<file path="config.mk">
export PLATFORM = sky130hd
export DESIGN_NAME = aesa_ctrl
export DESIGN_NICKNAME = d
export VERILOG_FILES = /design/src/hdl/aesa_pkg.sv /design/src/hdl/aesa_ctrl.sv
export SDC_FILE = /design/constraint.sdc
export NUM_CORES = 1
export LEC_CHECK = 0
export BUFFER_PORTS_ARGS = -buffer_cell sky130_fd_sc_hd__buf_4
export CAP_MARGIN = 40
export CORE_AREA = 5 5 42 44
export DETAILED_ROUTE_END_ITERATION = 8
export DIE_AREA = 0 0 47 49
export GPL_ROUTABILITY_DRIVEN = 0
export PLACE_DENSITY = 0.35
export SYNTH_ARGS = -nofsm -noshare
export SYNTH_HDL_FRONTEND = slang
export SYNTH_SLANG_ARGS = --single-unit
export TNS_END_PERCENT = 20
</file>
<file path="constraint.sdc">
create_clock -name i_clk -period 1.5 [get_ports i_clk]
set_clock_uncertainty 0.15 [all_clocks]
set_input_delay 0.15 -clock i_clk [delete_from_list [all_inputs] [get_ports i_clk]]
set_output_delay 0.15 -clock i_clk [all_outputs]
set_load 0.01 [all_outputs]
</file>
<file path="src/hdl/aesa_pkg.sv">
`timescale 1ns / 1ps
`default_nettype none

package aesa_pkg;

    // fixed field widths
    localparam int ACT_W      = 6;
    localparam int ACTIVITIES = 64;
    localparam int EDGE_W     = 2 * ACT_W;
    localparam int CNT_W      = 48;
    localparam int WEIGHT_W   = 32;
    localparam int SERIAL_W   = 32;
    localparam int TALLY_W    = 13;
    localparam int OP_W       = 2;

    // operation codes
    localparam logic [OP_W-1:0] OP_ACCUMULATE = 2'd0;
    localparam logic [OP_W-1:0] OP_READ_ACT   = 2'd1;
    localparam logic [OP_W-1:0] OP_READ_EDGE  = 2'd2;
    localparam logic [OP_W-1:0] OP_NONE       = 2'd3;

    typedef logic [CNT_W-1:0] t_count;

    // one activity memory row
    typedef struct packed {
        t_count                total;
        t_count                case_total;
        t_count                start_total;
        t_count                end_total;
        logic [SERIAL_W-1:0]   last_serial;
    } t_act_entry;

    // one edge memory row
    typedef struct packed {
        logic                  seen;
        t_count                total;
        t_count                case_total;
        logic [SERIAL_W-1:0]   last_serial;
    } t_edge_entry;

    // controller to datapath
    typedef struct packed {
        logic capture;
        logic clear;
        logic lookup;
        logic commit;
    } t_cmd;

    // datapath to controller
    typedef struct packed {
        logic clear_done;
    } t_status;

    // saturating add of a weight onto a counter
    function automatic t_count sat_add(input t_count a, input logic [WEIGHT_W-1:0] w);
        logic [CNT_W:0] s;
        s = {1'b0, a} + {{(CNT_W + 1 - WEIGHT_W){1'b0}}, w};
        return s[CNT_W] ? {CNT_W{1'b1}} : s[CNT_W-1:0];
    endfunction

endpackage

`default_nettype wire

</file>
<file path="src/hdl/aesa_ctrl.sv">
`timescale 1ns / 1ps
`default_nettype none

module aesa_ctrl (
    input  wire logic                     i_clk,
    input  wire logic                     i_rst_n,
    input  wire logic                     start,
    input  wire logic [aesa_pkg::OP_W-1:0] i_opcode,
    input  wire aesa_pkg::t_status        i_status,
    output aesa_pkg::t_cmd                o_cmd,
    output logic                          busy
);
    import aesa_pkg::*;

    localparam logic [1:0] S_CLEAR  = 2'd0;
    localparam logic [1:0] S_IDLE   = 2'd1;
    localparam logic [1:0] S_LOOKUP = 2'd2;
    localparam logic [1:0] S_COMMIT = 2'd3;

    logic [1:0] r_state;
    logic [1:0] n_state;
    logic       accept;

    assign accept = (r_state == S_IDLE) && start;

    // next state
    always_comb begin
        n_state = r_state;
        unique case (r_state)
            S_CLEAR: begin
                if (i_status.clear_done) n_state = S_IDLE;
            end
            S_IDLE: begin
                if (accept && (i_opcode != OP_NONE)) n_state = S_LOOKUP;
            end
            S_LOOKUP: n_state = S_COMMIT;
            S_COMMIT: n_state = S_IDLE;
            default:  n_state = S_CLEAR;
        endcase
    end

    always_ff @(posedge i_clk) begin
        if (!i_rst_n) begin
            r_state <= S_CLEAR;
        end else begin
            r_state <= n_state;
        end
    end

    // commands
    always_comb begin
        o_cmd.capture = accept;
        o_cmd.clear   = (r_state == S_CLEAR);
        o_cmd.lookup  = (r_state == S_LOOKUP);
        o_cmd.commit  = (r_state == S_COMMIT);
    end

    assign busy = (r_state != S_IDLE);

endmodule

`default_nettype wire

</file>
-- Word-level counts from Yosys, hierarchy flattened
Index checks and enable logic that the tools add are counted.
- flip-flop bits (word level): 2
- bits of input ports: 6
- word-level logic and storage cells: 15
- equality and inequality tests: 7
- mux-type cells: 3
- reductions and logical operators: 4
- operators by type and width (kind ; count):
    $pmux W2 S4 ; 1
    $eq A2 B2 Y1 const B ; 2
    $mux W2 ; 2
    $ne A2 B1 Y1 const B ; 2
    $ne A2 B2 Y1 const B ; 2
    $eq A2 B1 Y1 const B ; 1
    $logic_and A1 B1 Y1 ; 2
    $logic_not A2 Y1 ; 1
    $reduce_and A2 Y1 ; 1

-- Logic depth before layout (Yosys ltp)
- depth in word-level cells: 5
- gate-level depth with buffers: 5

-- Worst setup path after synthesis
Ideal clock, no wire load.
- path kind: reg-to-reg
- start: register r_state[0]
- end: register r_state[0]
- library setup time: 116 ps
- arrival: 985 ps
- slack: 250 ps
- stages on the path, launching flop included: 6
- path buffers: 0
- clock period less this slack: 1250 ps
- cells stage by stage: dfxtp_1 inv_1 ha_1 nand2b_4 a21oi_1 a31o_1
- RTL lines (item ; line ; text):
    from (decl) ; aesa_ctrl.sv:20 ; logic [1:0] r_state;
    from (signal assigned) ; aesa_ctrl.sv:46 ; r_state <= n_state;

==> out/results.txt <==
Status = finished, final reports clean
Warnings, synthesis = 0
Maxcap violations = 0
Routed wire length = 413 microns
Worst r2r src = r_state[0]
Root Buffer = clkbuf_4
Layout Nets = 44
Leak = 0.0001502 uW
Worst hold margin = 0.06130 ns
Hold Path Depth = 2
Clock Latency Late Sink = 0.22 ns
Fmax = 700.2 MHz
PnR worst setup slack = 0.07175 ns
Layout cells sized above 1 = 0.5625
Worst reg-to-reg setup slack = 0.22 ns
Synth top area cells = ha_1, dfxtp_1, nand2b_4, a21boi_2, nand2_1
Crit path launch = r_state[1]
Worst Path Class, Setup = register to primary output
CP Launch Type = register
DR DRC count = 0
Area Overhead vs Synth = 60.96%
Adder-cell area share of the yosys netlist = 0.2740
# fillers = 168
Total Routing Usage GR = 0.04360
Net count after synthesis = 30
Tightest Pin Transition = 0.1735 ns
Compound-Gate Fraction of Synth Area = 0.1644
Ys async rst share = 0
Max Slew Vio Count = 0
Ys flop type = dfxtp_1
XOR/XNOR share of the synthesized area = 0
Synth top area share = 0.2740
Die ar. = 0.002303 sq mm
Number of synthesized flops with an enable pin = 0
Detailed-route via count = 172
Worst Hold Class = primary input to register
Sequential area share after synthesis = 0.2192
Top cells by count, synth = ha_1, nand2_1, dfxtp_1, inv_1
IR drop worst, VDD = 649.0 uV
Placed cell areas = 270.3 sq um
Starting DRT DRC Count = 0
Min-Delay Endpoint = r_state[0]
Largest net degree at the start of global routing = 5
Drt pass-1 iters = 1
Tmin final = 1.428 ns
Final period util = 0.9522
Die W = 47 microns
Largest area contributor in the netlist = ha_1
Avg Cell Area, Syn = 9.134 sq um
Fin area = 294.0 sq um
IO buf count = 10
Largest registers = r_state x2
Starting Density = 0.1304
DP Wirelength = 364.5 microns
Largest reg by FF count = r_state
Area of the mapped netlist = 182.7 sq um
Post-synthesis mux area share = 0.05479
Clk sinks = 2
Critical path data required time = 1.20 ns
Ant diodes = 0
Count leader, synth = ha_1
WL/cell = 8.604 microns
Longest Clk Path Bufs = 2
Worst-path maximum fanout = 4
Clk pin slew, worst setup/hold paths = 0.03 ns
Final Hold Fails = 0
RSZ-0062 raised after global routing = no
Rel. slew slack = 0.8835
Setup violations, final = 0
Core Rows = 14
Setup TNS = 0 ns
Number of flip-flops in the largest register = 2
Core area = 0.001401 sq mm
H-tree levels = 1
Initial antenna violation count = 0
Vias in the first global route = 163
Synth Register Bits = 2
Post-synthesis cell count = 20
Largest family of logic cells by synthesized area = adder cells
PD cells = 1784 mW/mm^2
CTS tree = built
Clock buffers created by TritonCTS = 3
First-pass GRT wire length = 669 microns
Path depth of the worst reg2reg path = 5
Die Y = 49 microns
Post-synthesis simple-gate area fraction = 0.1781
Crit end category = primary output
Core Util, Final = 0.2098
GRT overflow = 0
Num ports = 11
Worst EP arrival = 1.13 ns
Synth cell types = 13
Via density = 3.583
ANT nets after route = 0
Reg-to-reg endpoint = r_state[0]
Dpl ws = 0.2100 ns
# Post-CTS Setup Buffers = 0
Worst hold start = i_rst_n
[layout by cell type (no fill, tap or decap)]
cell type / instances
buf_4: 10
ha_1: 4
nand2_1: 3
clkbuf_4: 3
inv_1: 2
clkinv_2: 1
and2_2: 1
nand2b_4: 1
a21boi_2: 1
a21oi_1: 1
a31o_1: 1
o21ai_1: 1
mux2i_1: 1
dfxtp_1: 1
dfxtp_2: 1
[metal layers]
| metal | GRT usage | routed length (microns) | vias up |
|---|---|---|---|
| li1 | - | - | 89 |
| met1 | 0.05470 | 222 | 74 |
| met2 | 0.04299 | 152 | 9 |
| met3 | 0.03321 | 38 | 0 |
| met4 | 0.04147 | 0 | 0 |
| met5 | 0 | 0 | - |
[worst max-delay path, cell delays in order, from the launching register on]
cell and delay [ns]:
dfxtp_2 0.34, inv_1 0.06, ha_1 0.20, and2_2 0.17
buf_4 0.14
[power breakdown]
group          leakage (uW)  total [uW]  switching [uW]  internal, uW
Clock             0.0000138         114            26.4          87.9
Sequential        0.0000170         109            27.1          82.4
Combinational      0.000119         301             148           153
[cell type report]
type / count / area, sq um / share of cell area
multi-input cells: 14 / 122.6 / 0.4170
repair buffers: 10 / 75.07 / 0.2553
flip-flops and latches: 2 / 41.29 / 0.1404
clock buffers: 3 / 22.52 / 0.07660
well taps: 16 / 20.02 / 0.06809
inverters: 3 / 12.51 / 0.04255
[worst max path at each step]
| stage | cells past startpoint | slack, ns | end |
|---|---|---|---|
| after CTS | 4 | 0.002 | o_cmd[3] |
| after floorplan | 5 | 0.25 | r_state[0] |
| after global routing | 4 | 0.01 | o_cmd[3] |
| after detailed placement | 5 | 0.21 | r_state[0] |
| after global placement | 5 | 0.24 | r_state[0] |
| final | 4 | 0.07 | o_cmd[3] |
[through the flow]
stage                     total power, uW  std cells
final                               524.6         48
after floorplan                     300.2         20
after detailed placement            415.8         45
after global routing                583.6         48
after CTS                           538.0         48
after global placement              413.8         45
[cells by family (layout without fill, tap and decap cells)]
logic type / count (synthesis) / count (layout)
compound gates: 4 / 4
fa+ha+maj: 4 / 4
buf+inv: 4 / 16
flops: 2 / 2
mux: 1 / 1
simple gates: 5 / 5
[timing repair]
item / CTS / global route
hold buffers: 0 / 0
endpoints found under the setup margin: 0 / 1
gates resized for setup: 0 / 1
(Power assumes the default switching activity.)
